**src/rtl/descriptor_ring_forwarder_defines.svh**
```systemverilog
// Assertion macros for the file that carries concurrent checks.
// Each macro samples on clk and is disabled while rst is high.
`ifndef DESCRIPTOR_RING_FORWARDER_DEFINES_SVH
`define DESCRIPTOR_RING_FORWARDER_DEFINES_SVH

// The consequent must hold in the same cycle as the antecedent.
`define DRF_CHECK_SAME(lbl, ante, cons) \
  lbl: assert property (@(posedge clk) disable iff (rst) (ante) |-> (cons)) \
    else $error("descriptor_ring_forwarder check failed");

// The consequent must hold in the cycle after the antecedent.
`define DRF_CHECK_NEXT(lbl, ante, cons) \
  lbl: assert property (@(posedge clk) disable iff (rst) (ante) |=> (cons)) \
    else $error("descriptor_ring_forwarder check failed");

// The expression must hold at every clock edge outside reset.
`define DRF_CHECK_ALWAYS(lbl, expr) \
  lbl: assert property (@(posedge clk) disable iff (rst) (expr)) \
    else $error("descriptor_ring_forwarder check failed");

`endif

```
**src/rtl/drf_pkg.sv**
```systemverilog
package drf_pkg;

  localparam int RING_DEPTH_DEF = 16;
  // A forward pass never handles more than this many receive slots.
  localparam int WALK_CAP_MAX = 16;

  typedef enum logic [2:0] {
    FN_LOAD_RX = 3'd0,
    FN_LOAD_TX = 3'd1,
    FN_RX_DONE = 3'd2,
    FN_TX_DONE = 3'd3,
    FN_FORWARD = 3'd4
  } func_t;

  typedef enum logic [1:0] {
    KIND_FWD  = 2'd0,
    KIND_DROP = 2'd1,
    KIND_TAIL = 2'd2,
    KIND_ACK  = 2'd3
  } kind_t;

  typedef enum logic {
    ST_IDLE = 1'b0,
    ST_WALK = 1'b1
  } state_t;

  typedef struct packed {
    logic capture;
    logic do_event;
    logic walk_start;
    logic walk_step;
    logic emit_tail;
  } cmd_t;

  typedef struct packed {
    logic [2:0] func;
    logic       walk_more;
  } stat_t;

endpackage

```
**src/rtl/drf_ctrl.sv**
```systemverilog
module drf_ctrl
  import drf_pkg::*;
(
  input  logic  clk,
  input  logic  rst,
  input  logic  in_valid,
  output logic  in_ready,
  output logic  out_valid,
  input  logic  out_ready,
  input  stat_t stat,
  output cmd_t  cmd
);

  state_t state, state_next;
  logic   pending, pending_next;
  logic   out_valid_r, out_valid_next;
  logic   out_free;

  always_ff @(posedge clk) begin
    if (rst) begin
      state       <= ST_IDLE;
      pending     <= 1'b0;
      out_valid_r <= 1'b0;
    end else begin
      state       <= state_next;
      pending     <= pending_next;
      out_valid_r <= out_valid_next;
    end
  end

  always_comb begin
    out_free     = !out_valid_r || out_ready;
    cmd          = '0;
    state_next   = state;
    pending_next = pending;

    // The input register takes a new transaction whenever it is empty.
    cmd.capture = in_valid && !pending;
    if (cmd.capture) begin
      pending_next = 1'b1;
    end

    unique case (state)
      ST_IDLE: begin
        if (pending) begin
          unique case (stat.func)
            FN_LOAD_RX, FN_LOAD_TX, FN_RX_DONE, FN_TX_DONE: begin
              if (out_free) begin
                cmd.do_event = 1'b1;
                pending_next = 1'b0;
              end
            end
            FN_FORWARD: begin
              cmd.walk_start = 1'b1;
              pending_next   = 1'b0;
              state_next     = ST_WALK;
            end
            default: begin
              pending_next = 1'b0;
            end
          endcase
        end
      end
      ST_WALK: begin
        if (out_free) begin
          if (stat.walk_more) begin
            cmd.walk_step = 1'b1;
          end else begin
            cmd.emit_tail = 1'b1;
            state_next    = ST_IDLE;
          end
        end
      end
      default: begin
        state_next = ST_IDLE;
      end
    endcase

    if (cmd.do_event || cmd.walk_step || cmd.emit_tail) begin
      out_valid_next = 1'b1;
    end else if (out_ready) begin
      out_valid_next = 1'b0;
    end else begin
      out_valid_next = out_valid_r;
    end
  end

  assign in_ready  = !pending;
  assign out_valid = out_valid_r;

endmodule

```
**src/rtl/drf_datapath.sv**
```systemverilog
module drf_datapath
  import drf_pkg::*;
#(
  parameter int RING_DEPTH = RING_DEPTH_DEF
) (
  input  logic        clk,
  input  logic        rst,
  input  cmd_t        cmd,
  output stat_t       stat,
  input  logic [2:0]  func,
  input  logic [3:0]  slot,
  input  logic [31:0] buffer_address,
  input  logic [15:0] frame_length,
  output logic [1:0]  kind,
  output logic [3:0]  rx_index,
  output logic [3:0]  tx_index,
  output logic [31:0] tx_buffer,
  output logic [31:0] rx_buffer,
  output logic [15:0] length_out,
  output logic [3:0]  rx_tail,
  output logic [3:0]  tx_tail,
  output logic        last
);

  localparam int IDX_W    = $clog2(RING_DEPTH);
  localparam int WALK_CAP = (RING_DEPTH < WALK_CAP_MAX) ? RING_DEPTH : WALK_CAP_MAX;
  localparam int CNT_W    = $clog2(WALK_CAP + 1);

  function automatic logic [IDX_W-1:0] ptr_inc(input logic [IDX_W-1:0] p);
    return (p == IDX_W'(RING_DEPTH - 1)) ? '0 : p + 1'b1;
  endfunction

  // Held input transaction.
  logic [2:0]  in_func;
  logic [3:0]  in_slot;
  logic [31:0] in_addr;
  logic [15:0] in_len;

  // Ring storage.
  logic [31:0] rx_addr [RING_DEPTH];
  logic [15:0] rx_len  [RING_DEPTH];
  logic [31:0] tx_addr [RING_DEPTH];
  logic [RING_DEPTH-1:0] rx_done;
  logic [RING_DEPTH-1:0] tx_free;

  logic [IDX_W-1:0] rx_ptr;
  logic [IDX_W-1:0] tx_ptr;
  logic [CNT_W-1:0] walk_cnt;

  logic             slot_ok;
  logic [IDX_W-1:0] slot_idx;
  logic [31:0]      r_addr;
  logic [15:0]      r_len;
  logic [31:0]      t_addr;
  logic             t_free;
  logic             r_done;
  logic [IDX_W-1:0] rx_tail_idx;

  always_ff @(posedge clk) begin
    if (cmd.capture) begin
      in_func <= func;
      in_slot <= slot;
      in_addr <= buffer_address;
      in_len  <= frame_length;
    end
  end

  assign slot_ok     = 32'(in_slot) < 32'(RING_DEPTH);
  assign slot_idx    = IDX_W'(in_slot);
  assign r_addr      = rx_addr[rx_ptr];
  assign r_len       = rx_len[rx_ptr];
  assign t_addr      = tx_addr[tx_ptr];
  assign t_free      = tx_free[tx_ptr];
  assign r_done      = rx_done[rx_ptr];
  assign rx_tail_idx = (rx_ptr == '0) ? IDX_W'(RING_DEPTH - 1) : rx_ptr - 1'b1;

  assign stat.func      = in_func;
  assign stat.walk_more = (walk_cnt < CNT_W'(WALK_CAP)) && r_done;

  // Address and length stores: event writes and the buffer swap never coincide.
  always_ff @(posedge clk) begin
    if (cmd.do_event && slot_ok) begin
      unique case (in_func)
        FN_LOAD_RX: rx_addr[slot_idx] <= in_addr;
        FN_LOAD_TX: tx_addr[slot_idx] <= in_addr;
        FN_RX_DONE: rx_len[slot_idx]  <= in_len;
        default: ;
      endcase
    end
    if (cmd.walk_step && t_free) begin
      tx_addr[tx_ptr] <= r_addr;
      rx_addr[rx_ptr] <= t_addr;
    end
  end

  always_ff @(posedge clk) begin
    if (rst) begin
      rx_done  <= '0;
      tx_free  <= '1;
      rx_ptr   <= '0;
      tx_ptr   <= '0;
      walk_cnt <= '0;
    end else begin
      if (cmd.do_event && slot_ok) begin
        unique case (in_func)
          FN_RX_DONE: rx_done[slot_idx] <= 1'b1;
          FN_TX_DONE: tx_free[slot_idx] <= 1'b1;
          default: ;
        endcase
      end
      if (cmd.walk_start) begin
        walk_cnt <= '0;
      end
      if (cmd.walk_step) begin
        walk_cnt        <= walk_cnt + 1'b1;
        rx_done[rx_ptr] <= 1'b0;
        rx_ptr          <= ptr_inc(rx_ptr);
        if (t_free) begin
          tx_free[tx_ptr] <= 1'b0;
          tx_ptr          <= ptr_inc(tx_ptr);
        end
      end
    end
  end

  // Result register.
  always_ff @(posedge clk) begin
    if (cmd.do_event || cmd.walk_step || cmd.emit_tail) begin
      kind       <= KIND_ACK;
      rx_index   <= '0;
      tx_index   <= '0;
      tx_buffer  <= '0;
      rx_buffer  <= '0;
      length_out <= '0;
      rx_tail    <= '0;
      tx_tail    <= '0;
      last       <= 1'b1;
      if (cmd.walk_step) begin
        rx_index <= 4'(rx_ptr);
        tx_index <= 4'(tx_ptr);
        last     <= 1'b0;
        if (t_free) begin
          kind       <= KIND_FWD;
          tx_buffer  <= r_addr;
          rx_buffer  <= t_addr;
          length_out <= r_len;
        end else begin
          kind      <= KIND_DROP;
          rx_buffer <= r_addr;
        end
      end else if (cmd.emit_tail) begin
        kind    <= KIND_TAIL;
        rx_tail <= 4'(rx_tail_idx);
        tx_tail <= 4'(tx_ptr);
      end
    end
  end

endmodule

```
**src/rtl/descriptor_ring_forwarder.sv**
```systemverilog
// Descriptor ring forwarder. The block holds a receive ring and a transmit
// ring of RING_DEPTH slots each and forwards received frames to the transmit
// ring without copying data: a forward pass swaps buffer addresses between
// the receive slot at the receive head and the transmit slot at the transmit
// head. Each input transaction is one of five commands: load a receive buffer
// address, load a transmit buffer address, mark a receive slot done with its
// frame length, mark a transmit slot complete (free again), or run a forward
// pass. The four events answer with a single acknowledge result; a slot index
// beyond the ring is acknowledged but changes nothing, and the unused command
// codes are absorbed with no result. A forward pass walks done receive slots
// in order, at most min(RING_DEPTH, 16) of them, giving one forwarded or
// dropped result per slot (dropped when the transmit slot at the head is
// still busy), and ends with a tail-pointer result that carries last = 1.
// An input transaction is first taken into an input register and executed
// from it afterwards; no new one is taken until the held event has run or
// the held forward pass has started. A forward pass starts the walk, handles
// each receive slot in turn and ends with the tail result. The walk moves
// one slot per cycle while the output is free, because every ring store has
// a single read port at each head pointer. The result register lets the
// next transaction be captured while a result is still waiting on the
// output, and output back-pressure simply pauses the walk. There is no
// clearing pass after reset: the done and free flags reset at once, while
// the address and length stores hold whatever was last written.
module descriptor_ring_forwarder
  import drf_pkg::*;
#(
  parameter int RING_DEPTH = RING_DEPTH_DEF
) (
  input  logic        clk,
  input  logic        rst,
  input  logic        in_valid,
  output logic        in_ready,
  input  logic [2:0]  func,
  input  logic [3:0]  slot,
  input  logic [31:0] buffer_address,
  input  logic [15:0] frame_length,
  output logic        out_valid,
  input  logic        out_ready,
  output logic [1:0]  kind,
  output logic [3:0]  rx_index,
  output logic [3:0]  tx_index,
  output logic [31:0] tx_buffer,
  output logic [31:0] rx_buffer,
  output logic [15:0] length_out,
  output logic [3:0]  rx_tail,
  output logic [3:0]  tx_tail,
  output logic        last
);

`include "descriptor_ring_forwarder_defines.svh"

  // Commands from the controller and status back from the datapath.
  cmd_t  cmd;
  stat_t stat;

  drf_ctrl u_ctrl (
    .clk       (clk),
    .rst       (rst),
    .in_valid  (in_valid),
    .in_ready  (in_ready),
    .out_valid (out_valid),
    .out_ready (out_ready),
    .stat      (stat),
    .cmd       (cmd)
  );

  drf_datapath #(
    .RING_DEPTH (RING_DEPTH)
  ) u_datapath (
    .clk            (clk),
    .rst            (rst),
    .cmd            (cmd),
    .stat           (stat),
    .func           (func),
    .slot           (slot),
    .buffer_address (buffer_address),
    .frame_length   (frame_length),
    .kind           (kind),
    .rx_index       (rx_index),
    .tx_index       (tx_index),
    .tx_buffer      (tx_buffer),
    .rx_buffer      (rx_buffer),
    .length_out     (length_out),
    .rx_tail        (rx_tail),
    .tx_tail        (tx_tail),
    .last           (last)
  );

  // Only acknowledge and tail results close a transaction.
  `DRF_CHECK_SAME(a_last_matches_kind, out_valid, last == (kind == KIND_TAIL || kind == KIND_ACK))

  // A captured transaction occupies the input register in the next cycle.
  `DRF_CHECK_NEXT(a_capture_blocks_input, (in_valid && in_ready), !in_ready)

  // At most one result is loaded into the output register per cycle.
  `DRF_CHECK_ALWAYS(a_single_result_load, $onehot0({cmd.do_event, cmd.walk_step, cmd.emit_tail}))

endmodule
```
**config.mk**
```make
export PLATFORM = sky130hd
export DESIGN_NAME = descriptor_ring_forwarder
export DESIGN_NICKNAME = d
export VERILOG_FILES = /design/src/rtl/drf_pkg.sv /design/src/rtl/drf_ctrl.sv /design/src/rtl/drf_datapath.sv /design/src/rtl/descriptor_ring_forwarder.sv
export VERILOG_INCLUDE_DIRS = /design/src /design/src/rtl
export SDC_FILE = /design/constraint.sdc
export NUM_CORES = 1
export LEC_CHECK = 0
export BUFFER_PORTS_ARGS = -buffer_cell sky130_fd_sc_hd__buf_2
export CAP_MARGIN = 25
export CELL_PAD_IN_SITES_DETAIL_PLACEMENT = 0
export CELL_PAD_IN_SITES_GLOBAL_PLACEMENT = 2
export CORE_UTILIZATION = 50
export CTS_BUF_LIST = sky130_fd_sc_hd__clkbuf_4 sky130_fd_sc_hd__clkbuf_8
export CTS_CLUSTER_SIZE = 16
export DETAILED_ROUTE_END_ITERATION = 8
export PLACE_DENSITY = 0.86
export SKIP_CTS_REPAIR_TIMING = 1
export SLEW_MARGIN = 30
export SYNTH_ARGS = -nofsm -noshare
export SYNTH_HDL_FRONTEND = slang
export SYNTH_SLANG_ARGS = --single-unit
```
**constraint.sdc**
```tcl
create_clock -name clk -period 8.55 [get_ports clk]
set_clock_uncertainty 0.05 [all_clocks]
set_input_delay 1.71 -clock clk [delete_from_list [all_inputs] [get_ports clk]]
set_output_delay 1.71 -clock clk [all_outputs]
set_load 0.005 [all_outputs]
```
== Word-level counts from Yosys, hierarchy flattened ==
Memories as Yosys holds them, arrays and structs flattened. A register that Yosys moved wholly into a read port is not among the register bits.
Index checks and enable logic that the tools add are counted.

* $mul: 0
* Magnitude comparators: 7
* Eq/ne operators: 6
* Bitwise logic cells: 8
* Add/subtract/negate cells: 4
* Shifts and indexed selects: 0
* Mux-type cells: 69
* Divide/modulo/power cells: 0
* Reductions and logical operators: 21

{| class="wikitable"
|+ Operators with widths
! operator !! count
|-
| $mux W16 || 9
|-
| $mux W32 || 3
|-
| $reduce_or A32 Y1 || 2
|-
| $mux W4 || 9
|-
| $mux W1 || 35
|-
| $and A16 B16 Y16 || 2
|-
| $not A16 Y16 || 2
|-
| $or A16 B16 Y16 || 2
|-
| $lt A4 B5 Y1 const B || 3
|-
| $demux W1 S4 || 3
|-
| $ge A4 B1 Y1 const B || 3
|-
| $mux W2 || 5
|-
| $mux W5 || 2
|-
| $add A4 B1 Y4 const B || 2
|-
| $bmux W1 S4 || 2
|-
| $eq A4 B4 Y1 const B || 2
|-
| $eq A3 B2 Y1 const B || 2
|-
| $logic_and A1 B1 Y1 || 6
|-
| $add A5 B1 Y5 const B || 1
|-
| $lt A5 B5 Y1 const B || 1
|-
| $logic_not A4 Y1 || 1
|-
| $reduce_bool A2 Y1 || 2
|-
| $reduce_or A4 Y1 || 1
|-
| $sub A4 B1 Y4 const B || 1
|-
| 9 further kinds || 14
|}

* Input port bits: 59
* Register bits: 186
* Memory bits (read-only): 0
* Memories: 3
* Bits in latches: 0
* Memory bits (writable): 1,280

{| class="wikitable"
|+ Memory list
! memory !! words !! width !! rd ports !! clocked after memory_dff !! wr ports !! line !! RTL
|-
| u_datapath.rx_addr || 16 || 32 || 1 || 1 || 1 || drf_datapath.sv:40 || <nowiki>logic [31:0] rx_addr [RING_DEPTH];</nowiki>
|-
| u_datapath.tx_addr || 16 || 32 || 1 || 1 || 1 || drf_datapath.sv:42 || <nowiki>logic [31:0] tx_addr [RING_DEPTH];</nowiki>
|-
| u_datapath.rx_len || 16 || 16 || 1 || 1 || 1 || drf_datapath.sv:41 || <nowiki>logic [15:0] rx_len [RING_DEPTH];</nowiki>
|}

== Logic depth before layout (Yosys ltp) ==
* Depth in word-level cells: 11
* Mapped depth: 10

== Cells and area by module ==
A second synthesis with hierarchy kept.

* Cells, all modules: 3,931
* Area, all modules: 69,245.2 um^2

{| class="wikitable"
|+ By module, submodules not included
! module !! instances !! cells an instance !! area each (um^2)
|-
| drf_datapath || 1 || 3,911 || 69,060.0
|-
| drf_ctrl || 1 || 20 || 185.2
|}

== Worst setup path after synthesis ==
OpenSTA, ideal clock, no wires.

* Kind: input to register
* Start point: input out_ready
* End point: memory u_datapath.tx_addr[2][0], enable pin
* Data required time: 7.987 ns
* Buffers on the path: 0
* Data arrival time: 6.408 ns
* Library setup time: 0.513 ns
* Setup slack: 1.578 ns
* Stages: 7
* Cell sequence: nor2b_1 nor3b_1 nand4_2 inv_2 o21ai_4 mux2_2 nor4b_1

* Cells in the longest elaborated chain, start to end: 8

{| class="wikitable"
|+ Ends and longest elaborated chain
! what !! line !! RTL
|-
| from (decl) || descriptor_ring_forwarder.sv:38 || <nowiki>input logic out_ready,</nowiki>
|-
| $logic_or A1 B1 Y1 * || drf_ctrl.sv:32 || <nowiki>out_free = !out_valid_r || out_ready;</nowiki>
|-
| $mux W2 or $mux W1 (tied branches) || drf_ctrl.sv:65, drf_ctrl.sv:48 ||
|-
| $mux W2 or $mux W1 (tied branches) || drf_ctrl.sv:43, drf_ctrl.sv:46 ||
|-
| $logic_and A1 B1 Y1 or $mux W2 (tied branches) || drf_datapath.sv:90, drf_ctrl.sv:45 ||
|-
| $mux W1 or $mux W2 (tied branches) || drf_datapath.sv:90, drf_ctrl.sv:43 ||
|-
| $mux W1 (on tied branches) || drf_datapath.sv:91, drf_datapath.sv:82 ||
|-
| $reduce_or A32 Y1 (no source line) or $mux W1 (tied branches) || -- ||
|-
| $mux W4 (no source line) or $mux W1 (tied branches) || -- ||
|-
| to (decl) || drf_datapath.sv:42 ||
|}

Mark *: on every way between the ends. The rest lies on a longest branch, timed or not.

== Worst setup path after layout ==
* Start point: input out_ready
* End point: memory u_datapath.tx_addr[0][21], enable pin

The elaborated chain is that of the path after synthesis.

==> summary.md <==
| Metric | Value |
|---|---|
| Hold Slack | 0.450 ns |
| Sum Neg Setup Slack | 0 ns |
| Most frequent cells in the layout | edfxtp_1 (1433), mux4_2 (373), clkbuf_8 (229) |
| Synth area leader | edfxtp_1 |
| Critical path origin | out_ready |
| Syn Inst Count | 2601 |
| Int Power | 11100 µW |
| Yosys top cell area share | 75.1% |
| Logic gate share of total power | 1.8% |
| WL final | 129000 µm |
| Crit. End Element | register |
| Worst Path Arrival | 5.02 ns |
| Area delta synth->final | 13.3% |
| Number of flops mapped to enable cells by yosys | 1433 |
| 1st-iter DRT viols | 3034 |
| Crit path launch type | input port |
| Core Footprint | 113000 µm² |
| Grt ovf | 0 |
| WP data required | 9.01 ns |
| First-pass GRT wire length | 190000 µm |
| Die Width | 340 µm |
| Min cycle time layout | 4.57 ns |
| WL/cell | 28.1 µm |
| Switching share of power | 21.3% |
| CTS tree | done |
| Drt drc | 0 |
| Total power | 14200 µW |
| Root Buffer | clkbuf_8 |
| #FFs+latches synth | 1489 |
| Max Buffers Root-to-Sink | 3 |
| Final setup vio count | 0 |
| RSZ-0062 raised after global routing | false |
| Nets@finish | 2979 |
| Initial Util | 50.6% |
| IO Pins | 160 |
| Remaining antenna violation count | 0 |
| CTS HTree Levels | 4 |
| Layout cells sized above 1 | 32.7% |
| Clock power share | 40.9% |
| Worst reg2reg startpoint | u_datapath.tx_ptr[1] |
| Site Rows | 123 |
| Pin count of the biggest net entering global routing | 69 |
| Sequential-to-total area share from yosys stat | 77.1% |
| Dpl hpwl | 72200 µm |
| Seq pwr share | 57.3% |
| Syn Nets | 2669 |
| Gr usage total | 22.5% |
| Unique masters post-synth | 60 |
| Ys Warns | 0 |
| Cts bufs inserted | 229 |
| Max_slew headroom | 32.3% |
| Die height | 340 µm |
| Status | completed |
| Max Slew Vio Count | 0 |
| CP Max Fanout | 41 |
| Worst min-delay path class | reg -> reg |
| Fin crit share | 53.4% |
| Vias | 27798 |
| Worst-Margin Slew | 1.02 ns |
| R2r worst-path depth | 7 |
| Initial antenna violation count | 4 |
| Worst R2R Setup Slack | 4.15 ns |
| Vias/cell | 6.04 |
| First drt pass iteration count | 5 |
| Max Fclk | 0.219 GHz |
| Most common cell after layout, fill and taps aside | edfxtp_1 |
| Power Density | 218 nW/µm² |
| Post-synth ARST share | 0% |
| I/O Buffers | 159 |
| Post-Syn Area | 57300 µm² |
| Largest cells by area after synthesis | edfxtp_1 (75%), mux4_2 (15%), dfxtp_1 (2.0%) |
| RePlAce Congestion | 0.851 |
| CP endpoint | u_datapath.tx_addr[0][21] |
| Hold Fails Final Rpt | 0 |
| Maximum vdd drop | 146 µV |
| Switch Pwr | 3020 µW |
| Die area | 116000 µm² |
| Max-cap violation count | 0 |
| Leak Pwr | 0.0205 µW |
| Clk sink count | 1489 |
| Clk pin slew, worst setup/hold paths | 0.06 ns |
| Worst-Skew Late Latency | 0.93 ns |
| WS Path Type | in -> reg |
| Post-synth top flop | edfxtp_1 |
| End of the worst register-to-register path | u_datapath.tx_addr[0][21] |
| Vias in the first global route | 28755 |
| Average cell area after synthesis | 22.0 µm² |
cell usage after synthesis, drive strengths merged (3+ instances only):
cell and number:
nor4b 6, nand2 22, nor4 8, mux4 373, nor3b 4, buf 61, and3 17, and4b 3
mux2i 42, a311oi 12, nand3b 4, mux2 3, a211oi 68, o21ai 6, edfxtp 1433, nor2b 42
nor3 10, dfxtp 56, o22ai 9, nand2b 7, a21oi 59, a22oi 3, a21o 96, nor2 38
o21bai 16, and2 59, or2 5, nand4 4, clkbuf 87, ha 9, o32ai 5, nand3 6
inv 11
stage by stage:
step | std cells | utilization, % | cell area [µm²] | worst slack (ns)
floorplan | 2601 | - | 57300 | 1.58
global placement | 4177 | 53.3 | 60200 | 2.85
detailed placement | 4180 | 53.3 | 60300 | 3.00
CTS | 4597 | 57.3 | 64800 | 3.95
global route | 4599 | 57.4 | 64900 | 3.82
finish | 4602 | 57.4 | 64900 | 3.98
how the worst min path moves through the flow:
| stage | from | to | slack [ns] | cells after the start |
|---|---|---|---|---|
| 6_report | u_datapath.tx_free[15] | u_datapath.tx_free[15] | 0.45 | 2 |
| 3_3_place_gp | u_datapath.tx_free[11] | u_datapath.tx_free[11] | 0.43 | 2 |
| 3_5_place_dp | u_datapath.tx_free[1] | u_datapath.tx_free[1] | 0.44 | 2 |
| 5_1_grt | u_datapath.walk_cnt[2] | u_datapath.walk_cnt[2] | 0.47 | 2 |
| 2_1_floorplan | u_datapath.walk_cnt[4] | u_datapath.walk_cnt[4] | 0.40 | 2 |
| 4_1_cts | u_datapath.walk_cnt[4] | u_datapath.walk_cnt[4] | 0.45 | 2 |
routing by layer:
layer,track usage (%),vias up,part of all wire [%]
met5,0,-,0
met4,6.94,0,2.1
met3,4.24,185,8.2
met2,36.3,1284,50
met1,31.5,14693,40
li1,-,11636,-
flip-flops by register name (all words and copies together) (netlist names), 5 cells and up, named ones only:
| name | cells |
|---|---|
| u_datapath.rx_done | 16 |
| u_datapath.rx_len | 256 |
| u_datapath.tx_free | 16 |
| u_datapath.rx_buffer | 32 |
| u_datapath.walk_cnt | 5 |
| u_datapath.in_len | 16 |
| u_datapath.tx_addr | 512 |
| u_datapath.length_out | 16 |
| u_datapath.tx_buffer | 32 |
| u_datapath.in_addr | 32 |
| u_datapath.rx_addr | 512 |
power by group through the flow:
stage          logic [µW]  registers, µW  clock network (µW)
6_report              250           8120                5790
5_1_grt               268           8120                6200
4_1_cts               251           8110                5890
3_5_place_dp          250           8270                   0
3_3_place_gp          230           8260                   0
2_1_floorplan         125           8240                   0
critical path: stages:
cell     delay [ns]
buf_2          0.10
nor2b_1        0.44
nor3b_1        0.15
nand4_2        0.22
inv_2          0.09
o21ai_4        0.15
buf_4          0.46
mux2i_2        0.80
and4b_4        0.85
final cells by class:
type                            instances  area (µm²)
Antenna cell                            5        12.5
Inverter                               11        41.3
Multi-Input combinational cell        953       12900
Clock inverter                        125         887
Sequential cell                      1489       44200
Tap cell                             1500        1880
Timing Repair Buffer                  227        1390
Clock buffer                          292        3620
Fill cell                            8026       48200
cell families after synthesis:
group                      count (synthesis)  synth area share (%)
AOI/OAI and AO/OA                        285                  3.55
xor gates and xnor gates                   3                0.0459
adders and majority gates                  9                 0.197
buffers and inverters                    159                  1.19
DFF                                     1489                  77.1
muxes                                    418                  15.5
and+or+nand+nor                          238                  2.47
No activity file was read; power rests on OpenSTA's default activity.
